**config.mk**
```make
export PLATFORM = sky130hd
export DESIGN_NAME = stream_pattern_replace
export DESIGN_NICKNAME = d
export VERILOG_FILES = /design/src/spr_pkg.sv /design/src/stream_pattern_replace.sv /design/src/spr_cell.sv /design/src/spr_out_buf.sv
export SDC_FILE = /design/constraint.sdc
export NUM_CORES = 1
export LEC_CHECK = 0
export BUFFER_PORTS_ARGS = -buffer_cell sky130_fd_sc_hd__buf_2
export CAP_MARGIN = 5
export CORE_ASPECT_RATIO = 1.1
export CORE_MARGIN = 1
export CORE_UTILIZATION = 40
export DETAILED_ROUTE_END_ITERATION = 10
export GPL_TIMING_DRIVEN = 0
export HOLD_SLACK_MARGIN = 0.02
export SYNTH_ARGS = -nofsm -noshare
export SYNTH_HDL_FRONTEND = slang
export SYNTH_SLANG_ARGS = --single-unit
```
**constraint.sdc**
```tcl
create_clock -name clk -period 11.15 [get_ports clk]
set_clock_uncertainty 0.15 [all_clocks]
set_input_delay 1.6725 -clock clk [delete_from_list [all_inputs] [get_ports clk]]
set_output_delay 1.6725 -clock clk [all_outputs]
set_load 0.01 [all_outputs]
```
**src/spr_pkg.sv**
```systemverilog
// Shared types and constants for the stream pattern replace block.
// Used by spr_cell, spr_out_buf and stream_pattern_replace; no dependencies.
package spr_pkg;

    localparam int BYTE_W              = 8;
    localparam int CNT_W               = 4;
    localparam int CFG_W               = 64;
    localparam int CFG_IDX_W           = 2;
    localparam int DEF_MAX_PATTERN     = 8;
    localparam int DEF_MAX_REPLACEMENT = 8;

    typedef enum logic [CFG_IDX_W-1:0] {
        CFG_PATTERN_BYTES      = 2'd0,
        CFG_PATTERN_LENGTH     = 2'd1,
        CFG_REPLACEMENT_BYTES  = 2'd2,
        CFG_REPLACEMENT_LENGTH = 2'd3
    } cfg_idx_t;

    // Broadcast to every window cell
    typedef struct packed {
        logic              step;
        logic              shift;
        logic [CNT_W-1:0]  fill;
        logic [CNT_W-1:0]  plen;
        logic [BYTE_W-1:0] text;
    } cell_ctl_t;

    // Burst handed to the output buffer
    typedef struct packed {
        logic             load;
        logic [CNT_W-1:0] cnt;
        logic             has;
        logic             last;
    } burst_t;

endpackage

```
**src/stream_pattern_replace.sv**
```systemverilog
// Stream search and replace of a configured byte pattern, non-overlapping.
// Depends on spr_pkg, spr_cell and spr_out_buf.
//
// Usage: text bytes enter on the in channel (in_valid / in_stall) with
// end_of_text on the final byte; results leave on the out channel
// (out_valid / out_stall), one byte per cycle, last_of_text on the final
// result of a text and has_byte low on an empty end marker.
// Configuration is written through cfg_we / cfg_index / cfg_data while idle;
// writing pattern_length drops any pending bytes.
// Each item is taken by a row of window cells that compare in parallel;
// its results are registered and appear on the output in the next cycle.
// Throughput: one item per cycle while each item gives at most one result.
// An item giving more than one result (match burst or end-of-text flush)
// holds in_stall until the single output shift line sends its last result.
// A stalled receiver holds the output and, while any result waits, the
// input. Reset empties the window and output and clears the configuration
// and control registers to zero (pattern length zero: pass through).
module stream_pattern_replace
    import spr_pkg::*;
#(
    parameter int MAX_PATTERN     = DEF_MAX_PATTERN,
    parameter int MAX_REPLACEMENT = DEF_MAX_REPLACEMENT
)
(
    input  logic                 clk,
    input  logic                 rst_n,
    input  logic                 cfg_we,
    input  logic [CFG_IDX_W-1:0] cfg_index,
    input  logic [CFG_W-1:0]     cfg_data,
    input  logic                 in_valid,
    output logic                 in_stall,
    input  logic [BYTE_W-1:0]    text_byte,
    input  logic                 end_of_text,
    output logic                 out_valid,
    input  logic                 out_stall,
    output logic [BYTE_W-1:0]    out_byte,
    output logic                 has_byte,
    output logic                 last_of_text
);

    localparam int OBUF_DEPTH = (MAX_PATTERN > MAX_REPLACEMENT) ? MAX_PATTERN : MAX_REPLACEMENT;
    localparam logic [CNT_W-1:0] MAX_PAT_L = CNT_W'(MAX_PATTERN);
    localparam logic [CNT_W-1:0] MAX_REP_L = CNT_W'(MAX_REPLACEMENT);
    localparam logic [CNT_W-1:0] ONE       = CNT_W'(1);

    logic [CFG_W-1:0]  pattern_bytes_reg;
    logic [CNT_W-1:0]  pattern_length_reg;
    logic [CFG_W-1:0]  replacement_bytes_reg;
    logic [CNT_W-1:0]  replacement_length_reg;
    logic [CNT_W-1:0]  fill_reg;
    logic [CNT_W-1:0]  fill_next;

    logic [CNT_W-1:0]  plen;
    logic [CNT_W-1:0]  rlen;
    logic [CNT_W-1:0]  fill_eff;
    logic              in_acc;
    logic              full;
    logic              hit;
    logic              sel_rep;
    logic              room;
    logic              obuf_busy;
    cell_ctl_t         ctl;
    burst_t            burst;

    logic [BYTE_W-1:0] app      [MAX_PATTERN];
    logic [BYTE_W-1:0] next_app [MAX_PATTERN];
    logic              match_c  [MAX_PATTERN+1];
    logic [BYTE_W-1:0] load_bytes [OBUF_DEPTH];

    assign plen     = (pattern_length_reg > MAX_PAT_L) ? MAX_PAT_L : pattern_length_reg;
    assign rlen     = (replacement_length_reg > MAX_REP_L) ? MAX_REP_L
                                                           : replacement_length_reg;
    assign fill_eff = (fill_reg >= plen) ? '0 : fill_reg;
    assign in_stall = ~room;
    assign in_acc   = in_valid & room;
    assign full     = (plen != '0) & (fill_eff == plen - ONE);
    assign hit      = full & match_c[MAX_PATTERN];
    assign sel_rep  = hit;

    assign ctl.step  = in_acc & (plen != '0);
    assign ctl.shift = full & ~match_c[MAX_PATTERN];
    assign ctl.fill  = fill_eff;
    assign ctl.plen  = plen;
    assign ctl.text  = text_byte;

    assign match_c[0] = 1'b1;

    generate
        for (genvar k = 0; k < MAX_PATTERN; k++)
        begin : g_cell
            if (k < MAX_PATTERN - 1)
            begin : g_mid
                assign next_app[k] = app[k+1];
            end
            else
            begin : g_end
                assign next_app[k] = '0;
            end

            spr_cell #(
                .IDX (k)
            ) u_cell (
                .clk       (clk),
                .ctl       (ctl),
                .pat_byte  (pattern_bytes_reg[BYTE_W*k +: BYTE_W]),
                .next_app  (next_app[k]),
                .match_in  (match_c[k]),
                .app       (app[k]),
                .match_out (match_c[k+1])
            );
        end

        for (genvar k = 0; k < OBUF_DEPTH; k++)
        begin : g_load
            logic [BYTE_W-1:0] rep_b;
            logic [BYTE_W-1:0] app_b;
            if (k < MAX_REPLACEMENT)
            begin : g_rep
                assign rep_b = replacement_bytes_reg[BYTE_W*k +: BYTE_W];
            end
            else
            begin : g_norep
                assign rep_b = '0;
            end
            if (k < MAX_PATTERN)
            begin : g_app
                assign app_b = app[k];
            end
            else
            begin : g_noapp
                assign app_b = '0;
            end
            // empty end marker carries a zero byte
            assign load_bytes[k] = !burst.has ? '0
                                 : (sel_rep ? rep_b : ((plen == '0) ? text_byte : app_b));
        end
    endgenerate

    // result burst for the accepted item
    always_comb
    begin
        burst.load = in_acc;
        burst.has  = 1'b1;
        burst.last = end_of_text;
        fill_next  = fill_eff;
        if (plen == '0)
        begin
            burst.cnt = ONE;
            fill_next = '0;
        end
        else if (hit)
        begin
            burst.cnt = rlen;
            fill_next = '0;
            if ((rlen == '0) && end_of_text)
            begin
                burst.cnt = ONE;
                burst.has = 1'b0;
            end
        end
        else if (full)
        begin
            burst.cnt = end_of_text ? plen : ONE;
        end
        else
        begin
            burst.cnt = end_of_text ? (fill_eff + ONE) : '0;
            fill_next = fill_eff + ONE;
        end
        if (end_of_text)
        begin
            fill_next = '0;
        end
    end

    always_ff @(posedge clk or negedge rst_n)
    begin
        if (!rst_n)
        begin
            pattern_bytes_reg      <= '0;
            pattern_length_reg     <= '0;
            replacement_bytes_reg  <= '0;
            replacement_length_reg <= '0;
            fill_reg               <= '0;
        end
        else if (cfg_we)
        begin
            case (cfg_idx_t'(cfg_index))
                CFG_PATTERN_BYTES:
                begin
                    pattern_bytes_reg <= cfg_data;
                end
                CFG_PATTERN_LENGTH:
                begin
                    pattern_length_reg <= cfg_data[CNT_W-1:0];
                    fill_reg           <= '0;
                end
                CFG_REPLACEMENT_BYTES:
                begin
                    replacement_bytes_reg <= cfg_data;
                end
                CFG_REPLACEMENT_LENGTH:
                begin
                    replacement_length_reg <= cfg_data[CNT_W-1:0];
                end
                default:
                begin
                    fill_reg <= fill_reg;
                end
            endcase
        end
        else if (in_acc)
        begin
            fill_reg <= fill_next;
        end
    end

    spr_out_buf #(
        .DEPTH (OBUF_DEPTH)
    ) u_out_buf (
        .clk          (clk),
        .rst_n        (rst_n),
        .burst        (burst),
        .load_bytes   (load_bytes),
        .out_stall    (out_stall),
        .out_valid    (out_valid),
        .out_byte     (out_byte),
        .has_byte     (has_byte),
        .last_of_text (last_of_text),
        .room         (room),
        .busy         (obuf_busy)
    );

    a_fill_below_plen: assert property (@(posedge clk) disable iff (!rst_n)
        (fill_reg == '0) || (fill_reg < plen))
        else $error("window fill not below pattern length");

    a_eot_clears: assert property (@(posedge clk) disable iff (!rst_n)
        in_acc && end_of_text |=> fill_reg == '0)
        else $error("window not empty after end of text");

    a_marker_last: assert property (@(posedge clk) disable iff (!rst_n)
        out_valid && !has_byte |-> last_of_text)
        else $error("empty marker not on final result");

    a_no_accept_busy: assert property (@(posedge clk) disable iff (!rst_n)
        obuf_busy |-> in_stall)
        else $error("item taken while a burst is pending");

endmodule

```
**src/spr_cell.sv**
```systemverilog
// One window cell: holds a pending byte, compares it with its pattern byte
// and hands its byte to the left neighbour on a mismatch shift. Uses spr_pkg.
module spr_cell
    import spr_pkg::*;
#(
    parameter int IDX = 0
)
(
    input  logic              clk,
    input  cell_ctl_t         ctl,
    input  logic [BYTE_W-1:0] pat_byte,
    input  logic [BYTE_W-1:0] next_app,
    input  logic              match_in,
    output logic [BYTE_W-1:0] app,
    output logic              match_out
);

    localparam logic [CNT_W-1:0] IDX_L = CNT_W'(IDX);

    logic [BYTE_W-1:0] win_reg;
    logic              active;

    // window contents with the new item appended at the fill position
    assign app       = (ctl.fill == IDX_L) ? ctl.text : win_reg;
    assign active    = IDX_L < ctl.plen;
    assign match_out = match_in & (~active | (app == pat_byte));

    always_ff @(posedge clk)
    begin
        if (ctl.step)
        begin
            if (ctl.shift)
            begin
                win_reg <= next_app;
            end
            else if (ctl.fill == IDX_L)
            begin
                win_reg <= ctl.text;
            end
        end
    end

endmodule

```
**src/spr_out_buf.sv**
```systemverilog
// Output shift line: holds the results of one item and presents them one
// per cycle on the output channel while out_stall is low. Uses spr_pkg.
module spr_out_buf
    import spr_pkg::*;
#(
    parameter int DEPTH = DEF_MAX_PATTERN
)
(
    input  logic              clk,
    input  logic              rst_n,
    input  burst_t            burst,
    input  logic [BYTE_W-1:0] load_bytes [DEPTH],
    input  logic              out_stall,
    output logic              out_valid,
    output logic [BYTE_W-1:0] out_byte,
    output logic              has_byte,
    output logic              last_of_text,
    output logic              room,
    output logic              busy
);

    localparam int CW = $clog2(DEPTH + 1);
    localparam logic [CW-1:0] ONE = CW'(1);

    logic [BYTE_W-1:0] slot_reg [DEPTH];
    logic [CW-1:0]     cnt_reg;
    logic              has_reg;
    logic              last_reg;
    logic              pop;

    assign out_valid    = cnt_reg != '0;
    assign pop          = out_valid & ~out_stall;
    assign out_byte     = slot_reg[0];
    assign has_byte     = has_reg;
    assign last_of_text = last_reg & (cnt_reg == ONE);
    assign room         = (cnt_reg == '0) | ((cnt_reg == ONE) & pop);
    assign busy         = cnt_reg > ONE;

    always_ff @(posedge clk or negedge rst_n)
    begin
        if (!rst_n)
        begin
            cnt_reg  <= '0;
            has_reg  <= 1'b0;
            last_reg <= 1'b0;
        end
        else if (burst.load)
        begin
            cnt_reg  <= CW'(burst.cnt);
            has_reg  <= burst.has;
            last_reg <= burst.last;
        end
        else if (pop)
        begin
            cnt_reg <= cnt_reg - ONE;
        end
    end

    always_ff @(posedge clk)
    begin
        for (int k = 0; k < DEPTH; k++)
        begin
            if (burst.load)
            begin
                slot_reg[k] <= load_bytes[k];
            end
            else if (pop && (k < DEPTH - 1))
            begin
                slot_reg[k] <= slot_reg[(k + 1) % DEPTH];
            end
        end
    end

endmodule
```
# Yosys cells after proc, flatten, opt, wreduce, memory -nomap -nowiden
# Memory sizes are Yosys's and may differ from the RTL's.
# Cells that the tools add are included.
dict set report word_totals {
  ram_bits 64
  mem_count 1
  reg_bits 210
  out_inout_bits 12
}
dict set report op_classes {
  n_bitwise 42
  n_eq_ne 21
  add_sub_neg 3
  n_lt_le_gt_ge 11
  reduce_logical 15
  mux 71
}
# name words width rd rd_ports_with_merged_regs write_ports line_no
set memory_table {}
lappend memory_table {u_out_buf.slot_reg 8 8 8 0 8 spr_out_buf.sv:25} ;# logic [BYTE_W-1:0] slot_reg [DEPTH];
# cell count
set ops {}
lappend ops {{$mux 8} 46}
lappend ops {{$mux 4} 17}
lappend ops {{$eq 8x8->1} 8}
lappend ops {{$eq 4x3->1 const B} 4}
lappend ops {{$logic_not 4->1} 4}
lappend ops {{$lt 3x4->1 const A} 4}
lappend ops {{$or 1x1->1} 16}
lappend ops {{$and 1x1->1} 15}
lappend ops {{$not 1->1} 11}
lappend ops {{$reduce_and 2->1} 5}
lappend ops {{$eq 4x1->1 const B} 2}
lappend ops {{$eq 4x2->1 const B} 2}
lappend ops {{$gt 4x4->1 const B} 2}
lappend ops {{$lt 1x4->1 const A} 2}
lappend ops {{$lt 2x4->1 const A} 2}
lappend ops {{$reduce_bool 4->1} 2}
lappend ops {{$sub 4x1->4 const B} 2}
lappend ops {{$mux 1} 7}
lappend ops {{$mux 5} 1}
lappend ops {{$add 4x1->4 const B} 1}
lappend ops {{$eq 2x2->1 const B} 2}
lappend ops {{$eq 4x4->1} 1}
lappend ops {{$ge 4x4->1} 1}
lappend ops {{$reduce_bool 2->1} 2}
lappend ops {{4 further kinds} 4}

# Longest topological paths before layout
# Gate-level depths: netlist of the first run.
dict set report depth {
  word_depth 21
  ltp_mapped 23
  ltp_nobuf 19
}

# Modules after synthesis
# From an unflattened synthesis of the first run, not the netlist that was laid out.
dict set report hier_totals {
  hier_cells 1292
  area_unflattened_um2 15864.0
}
# mod cells_each seq_area_each_um2 instances area_each_um2
set modules_own_cells {}
lappend modules_own_cells {stream_pattern_replace 627 3503.4 1 7218.2}
lappend modules_own_cells {spr_out_buf 177 2072.0 1 3265.6}
lappend modules_own_cells {{spr_cell (g_cell[3].u_cell)} 62 240.2 1 689.4}
lappend modules_own_cells {{spr_cell (g_cell[7].u_cell)} 59 240.2 1 683.2}
lappend modules_own_cells {{spr_cell (g_cell[2].u_cell)} 63 240.2 1 675.6}
lappend modules_own_cells {{spr_cell (g_cell[4].u_cell)} 62 240.2 1 675.6}
lappend modules_own_cells {{spr_cell (g_cell[0].u_cell)} 62 240.2 1 670.6}
lappend modules_own_cells {{spr_cell (g_cell[6].u_cell)} 63 240.2 1 669.4}
lappend modules_own_cells {{spr_cell (g_cell[5].u_cell)} 63 240.2 1 668.1}
lappend modules_own_cells {{spr_cell (g_cell[1].u_cell)} 54 240.2 1 648.1}

# Least setup slack after synthesis of the first run
# No wires, ideal clock.
dict set report synth_path {
  path_kind {flip-flop to flip-flop}
  from {register pattern_length_reg[3]}
  to {register g_cell[4].u_cell.win_reg[3], data pin}
  setup_ns 0.261
  setup_slack_ns 6.056
  arrival_time_ns 4.683
  n_path_buf 3
  stages_incl_launch_ff 20
  synth_period_minus_slack_ns 5.094
  cell_sequence {dfrtp_1 > inv_1 > nand2_1 > inv_1 > ha_1 > nor3b_2 > buf_2 > o21a_1 > nand2_1 > ha_1 > clkbuf_2 > a2111oi_0 > a41oi_1 > or4_1 > or4_4 > o31ai_4 > buf_6 > mux2i_1 > nand2_1 > a221o_1}
}
dict set report synth_via {
  elab_chain_cells 18
  elab_cells_between_ends 66
  classes_between {add/sub (1); order compare (10); eq/ne (16); mux (11); bitwise (26); reduce/logical (2)}
}
# item line_no
set synth_lines {}
lappend synth_lines {{start, declared} stream_pattern_replace.sv:47} ;# logic [CNT_W-1:0] pattern_length_reg;
lappend synth_lines {{start signal, assigned} stream_pattern_replace.sv:195} ;# pattern_length_reg <= cfg_data[CNT_W-1:0];
lappend synth_lines {{$gt 4x4->1} stream_pattern_replace.sv:70} ;# assign plen = (pattern_length_reg > MAX_PAT_L) ? MAX_PAT_L : pattern_length_reg;
lappend synth_lines {{$mux 4 (*)} stream_pattern_replace.sv:70}
lappend synth_lines {{$ge 4x4->1} stream_pattern_replace.sv:73} ;# assign fill_eff = (fill_reg >= plen) ? '0 : fill_reg;
lappend synth_lines {{$mux 4} stream_pattern_replace.sv:73}
lappend synth_lines {{$eq 4x1->1 or $logic_not 4->1 (tied branches)} spr_cell.sv:24} ;# assign app = (ctl.fill == IDX_L) ? ctl.text : win_reg;
lappend synth_lines {{$mux 8} spr_cell.sv:24}
lappend synth_lines {{$eq 8x8->1} spr_cell.sv:26} ;# assign match_out = match_in & (~active | (app == pat_byte));
lappend synth_lines {{$or 1x1->1} spr_cell.sv:26}
lappend synth_lines {{$and 1x1->1 (7 in a row)} spr_cell.sv:26}
lappend synth_lines {{$not 1->1} stream_pattern_replace.sv:81} ;# assign ctl.shift = full & ~match_c[MAX_PATTERN];
lappend synth_lines {{$and 1x1->1} stream_pattern_replace.sv:81}
lappend synth_lines {{$mux 8 (*)} spr_cell.sv:32} ;# if (ctl.shift)
lappend synth_lines {{end signal, assigned} spr_cell.sv:34} ;# win_reg <= next_app;
lappend synth_lines {{end signal, assigned} spr_cell.sv:38} ;# win_reg <= ctl.text;
lappend synth_lines {{end, declared} spr_cell.sv:20} ;# logic [BYTE_W-1:0] win_reg;
# Mark *: on every way between the ends. The rest lies on a longest branch, timed or not.
# A chain may end at the register's enable or synchronous reset.

==> impl_metrics.ini, run 1 <==
[clock_tree]
hold_buffers = 0
cts_buffers = 31
root_buffer = clkbuf_16
post_cts_buffers = 0
cts_buffer_depth = 3
cts_tree = done
path_clk_slew_ns = 0.07
cts_max_level = 1
cts_resized = 0
clock_sinks = 274
clk_latency_ns = 0.58

[detailed_routing]
drtIter0Drc = 1141
viasPerCell = 5.937
dr.pass1.iters = 7
wirelength_mm = 52.28
vias = 12361
ant_nets = 0
post_drt_wl_per_cell_microns = 25.11
drc_errors = 0

[run_status]
status = completed

[sta]
relSlewSlack = 0.1967
tightestPinTransition_ns = 1.205
fmax_mhz = 131.0
hold_viol = 0
setup_violations = 0
timing.hold.ws_ns = 0.3307
setup_ws_ns = 3.517
setup_tns_ns = 0
rsz0062_at_grt = false
period_needed_ns = 7.633
fin_crit_sh = 0.6846
maxSlewViolCount = 0

[critical_path]
path_max_fanout = 10
worstSetupPathType = reg -> reg
critical_path_required_ns = 11.26
cp_slowest_stage_delay_ns = 0.78
startpoint_type = flip-flop
arrival_ns = 7.74
crit_path_cell_trace = nor2b_1 > inv_1 > ha_1 > a21oi_1 > buf_2 > o21a_1 > nand2_1 > inv_1 > ha_1 > clkbuf_1 > and3b_1 > o211ai_1 > mux2_2 > o22ai_1 > and3_1 > o32a_1 > nor2_1 > nand3_1 > clkbuf_1 > nand2_1 > a31oi_1
cp-end-kind = flip-flop
crit_slowest_cell = nand3_1
rrSetupSlack_ns = 3.52

[logic_synthesis]
ys_ff_latch = 274
ys.flop_type = dfrtp_1
syn_inst = 1442
seq_area_frac_synth = 0.4875
syn_area_per_cell_sq_um = 10.66
synthesis.nets = 1535
synth_edf_count = 128
synth_area_sq_um = 15380
ys.warnings.count = 0
synth_cell_types = 70
synthArstFlopShare = 0.5328

[place]
gp_congestion = 0.9426
place_hpwl_mm = 38.80
numPortBuffers = 84
dp_slack_ns = 3.751

[power_and_ir_drop]
power.leakage_uw = 0.007048
p_int_uw = 2573
pwr-share-clk = 0.279
swShare = 0.3408
p_switching_uw = 1330
power.density_nw_per_um2 = 221.8
p_comb_frac = 0.302
vdd_drop_max_mv = 0.1383
power_frac_seq = 0.419

[grt]
grt_pass1_vias = 12484
grt_usage = 0.2662
grt_max_degree = 81
grt-ovfl-total = 0
antenna_found_initial = 1
grt_pass1_wl_mm = 78.47

[finish]
n_antenna_cell = 0
nets = 1657
drive_gt1_frac = 0.2223
synthToLayoutAreaGrowth_pct = 14.44
n_fill_cell = 3575
layout_commonest_cell = mux2_2
final_cell_mix = mux2_2, nand2_1, dfrtp_1

[die]
initial_core_util = 0.4101
die_h_microns = 207.6
core_sq_um = 37500
die_x_microns = 189.0
num_rows = 74
ios = 92
die-area_sq_um = 39230

[job]
drv_cap = 0

[min_path]
hp-class = reg -> reg
## stage by stage
step,power (uW),utilization,area [sq um],std cells
floorplan,2378,-,15380,1442
detailed placement,2812,0.4405,16520,2025
CTS,3902,0.4693,17600,2082
finish,3903,0.4693,17600,2082
global route,4080,0.4693,17600,2082
global placement,2780,0.4378,16420,2020
## cell families after synthesis
kind of cell	count (synthesis)	share of synthesized area
multiplexers	209	0.1506
AND/OR/NAND/NOR	442	0.1315
buffers and inverters	138	0.03897
XOR/XNOR	101	0.05752
adder cells (fa/ha/maj)	13	0.01058
flip-flops	274	0.4875
AO/OA/AOI/OAI	265	0.1233
## final cells by class
cell class	count	area, sq um	share of cell area
plain buffers	112	501.7	0.02851
multi-input cells	1030	7289	0.4142
well taps	494	618.1	0.03512
repair buffers	89	513.0	0.02915
inverters	26	100.1	0.005687
flip-flops and latches	274	7497	0.4260
clock buffers	48	932.1	0.05296
clock inverters	9	147.6	0.008389
## path summary, 6_finish.rpt
check | startpoint | to | cells after the start
min in group asynchronous | rst_n | replacement_bytes_reg[9]$_DFFE_PN0P_ | 1
setup reg to reg | pattern_length_reg[3]$_DFFE_PN0P_ | u_out_buf.slot_reg[1][2]$_DFFE_PP_ | 21
hold / removal | u_out_buf.last_reg$_DFFE_PN0P_ | u_out_buf.last_reg$_DFFE_PN0P_ | 2
setup / recovery | pattern_length_reg[3]$_DFFE_PN0P_ | u_out_buf.slot_reg[1][2]$_DFFE_PP_ | 21
hold reg to reg | u_out_buf.last_reg$_DFFE_PN0P_ | u_out_buf.last_reg$_DFFE_PN0P_ | 2
max in group asynchronous | rst_n | pattern_bytes_reg[44]$_DFFE_PN0P_ | 2
## power by group through the flow
stage                     clock, uW  sequential (uW)  combinational, uW
after floorplan                   0             1560                816
after global placement            0             1660               1130
after detailed placement          0             1650               1170
after CTS                      1100             1630               1170
after global routing           1140             1660               1280
final                          1090             1630               1180
## cell usage after synthesis (all sizes together), types with 4 or more instances
master     n  area [sq um]
a2111oi    5         43.79
a21o      14         105.1
edfxtp   128          3844
a21oi     49         249.0
nand2b     8         50.05
and3      21         131.4
nor2     111         416.7
a221o     30         300.3
inv       26         97.59
xnor2     37         324.1
nand2    153         574.3
and2       9         56.30
nand4     11         68.82
ha        13         162.7
clkbuf    83         312.8
xor2      64         560.5
o21ai     29         145.1
a211o      5         43.79
nor3      15         75.07
buf       29         188.9
or2        4         25.03
o2111ai   11         96.34
mux2i     30         300.3
mux2     179          2016
dfrtp    146          3654
o221ai     4         35.03
nand3     78         390.4
o211ai    17         132.6
a32o       4         40.04
a31oi     62         387.9
nor4      12         75.07
## worst max-delay path, delay by kind of cell, from the launching register on
kind | cells | cell delay, ns
buf+inv | 5 | 1.57
fa+ha+maj | 2 | 0.40
compound gates | 6 | 1.51
flops | 1 | 0.48
simple gates | 7 | 2.86
mux | 1 | 0.35
## layer usage
layer | routed length, microns | global-route usage
met5 | 0 | 0
met4 | 2601 | 0.1229
met3 | 3475 | 0.03990
met2 | 24380 | 0.4314
met1 | 21830 | 0.3496
No activity file was read; power rests on OpenSTA's default activity.
==> run 2: changes to the inputs <==
clock period = 6.4 ns   (was 11.15 ns; I/O delays follow)
==> impl_metrics.ini, run 2 (synthesis results as in run 1) <==
[finish]
nets = 1659
design_area_sq_um = 17750
drive_gt1_frac = 0.2415
n_antenna_cell = 0
final_cell_mix = mux2_2, nand2_1, dfrtp_1
fin_cells = 2084
synthToLayoutAreaGrowth_pct = 15.41
n_fill_cell = 3552
layout_commonest_cell = mux2_2

[sta]
setup_violations = 0
setup_tns_ns = 0
hold_viol = 0
tightestPinTransition_ns = 1.193
period_needed_ns = 6.174
fmax_mhz = 162.0
maxSlewViolCount = 0
relSlewSlack = 0.2046
fin_crit_sh = 0.9647
setup_ws_ns = 0.2259

[power_and_ir_drop]
p_switching_uw = 2343
swShare = 0.3423
p_comb_frac = 0.307
power_frac_seq = 0.416
power.leakage_uw = 0.007113
p_int_uw = 4501
total_power_uw = 6844
power.density_nw_per_um2 = 385.6
pwr-share-clk = 0.277
vdd_drop_max_mv = 0.2414

[critical_path]
cp-end-kind = flip-flop
path_max_fanout = 10
ff2ff_path_depth = 21
critPathCapture = g_cell[1].u_cell.win_reg[1]$_DFFE_PP_
arrival_ns = 6.34
r2r-end = g_cell[1].u_cell.win_reg[1]$_DFFE_PP_
critical_path_required_ns = 6.57
startpoint_type = flip-flop
timing.rr.start = pattern_length_reg[3]$_DFFE_PN0P_
rrSetupSlack_ns = 0.23
worstSetupPathType = reg -> reg
critPathLaunch = pattern_length_reg[3]$_DFFE_PN0P_

[clock_tree]
cts_tree = done
cts_buffer_depth = 3
cts_buffers = 31
hold_buffers = 0
clk_latency_ns = 0.58
path_clk_slew_ns = 0.07
cts_max_level = 1
clock_sinks = 274
root_buffer = clkbuf_16

[grt]
antenna_found_initial = 1
grt_pass1_vias = 12473
grt_max_degree = 81
grt-ovfl-total = 0
grt_usage = 0.2667
grt_pass1_wl_mm = 78.63

[detailed_routing]
drc_errors = 0
viasPerCell = 5.954
ant_nets = 0
drtIter0Drc = 1152
dr.pass1.iters = 5
post_drt_wl_per_cell_microns = 25.17
vias = 12409
wirelength_mm = 52.45

[place]
numPortBuffers = 84
dp_slack_ns = -0.9992
place_inst = 2025
gp_congestion = 0.9426
dpl_cell_area_sq_um = 16520
place_hpwl_mm = 38.80

[min_path]
hp-class = in -> async

[die]
num_rows = 74
core_sq_um = 37500
die_x_microns = 189.0
die-area_sq_um = 39230
initial_core_util = 0.4101
ios = 92
die_h_microns = 207.6

[job]
drv_cap = 0

[run_status]
status = completed
## run 2: per-layer routing
metal	wire length, microns	share of wire	up-vias	GRT usage
met1	22000	0.42	6211	0.3503
met4	2478	0.047	0	0.1210
met5	0	0	-	0
met3	3332	0.064	115	0.04108
met2	24630	0.47	531	0.4322
li1	-	-	5552	-
## run 2: worst max-delay path, stage by stage, from the launching register on
cell	delay, ns
dfrtp_2	0.48
inv_1	0.13
nand2_1	0.14
inv_1	0.19
ha_1	0.27
nor3b_2	0.22
clkbuf_4	0.26
o21a_2	0.25
nand2_1	0.15
inv_1	0.12
ha_2	0.33
and3b_1	0.20
o211ai_1	0.34
mux2_2	0.41
o22ai_1	0.37
and3_1	0.22
o32a_1	0.36
nor2_4	0.15
a21oi_4	0.32
clkbuf_2	0.36
clkbuf_2	0.35
a21oi_1	0.13
## run 2: final cells by class
cell class              count  area, sq um  area share
flip-flops and latches    274         7498      0.4225
multi-input cells        1030         7383      0.4160
clock buffers              48        932.1     0.05252
well taps                 494        618.1     0.03483
repair buffers             92        535.5     0.03017
plain buffers             111        533.0     0.03003
clock inverters             9        147.6    0.008319
inverters                  26        100.1    0.005640
## run 2: power by group through the flow
stage	clock network (uW)	logic (uW)	registers [uW]
2_1_floorplan	0	1420	2720
3_3_place_gp	0	1960	2880
3_5_place_dp	0	2030	2870
4_1_cts	1920	2050	2840
5_1_grt	1980	2270	2890
6_report	1900	2100	2850
## run 2: worst min-delay path by stage
| stage | start | to | cells past startpoint |
|---|---|---|---|
| 2_1_floorplan | u_out_buf.last_reg$_DFFE_PN0P_ | u_out_buf.last_reg$_DFFE_PN0P_ | 2 |
| 4_1_cts | rst_n | replacement_bytes_reg[9]$_DFFE_PN0P_ | 1 |
| 6_report | rst_n | replacement_bytes_reg[9]$_DFFE_PN0P_ | 1 |
| 3_3_place_gp | u_out_buf.last_reg$_DFFE_PN0P_ | u_out_buf.last_reg$_DFFE_PN0P_ | 2 |
| 5_1_grt | rst_n | replacement_bytes_reg[8]$_DFFE_PN0P_ | 1 |
| 3_5_place_dp | u_out_buf.last_reg$_DFFE_PN0P_ | u_out_buf.last_reg$_DFFE_PN0P_ | 2 |
## run 2: repair_timing
item | CTS | global route
pin swaps | 1 | 2
resized for setup | 18 | 36
endpoints found under the setup margin | 136 | 127
setup buffers | 2 | 1
## run 2: metrics by stage
stage          hold slack (ns)    util
2_1_floorplan           0.2887       -
3_3_place_gp            0.3060  0.4378
3_5_place_dp            0.3186  0.4405
4_1_cts                 0.2536  0.4710
5_1_grt                 0.2952  0.4733
6_report                0.2401  0.4733
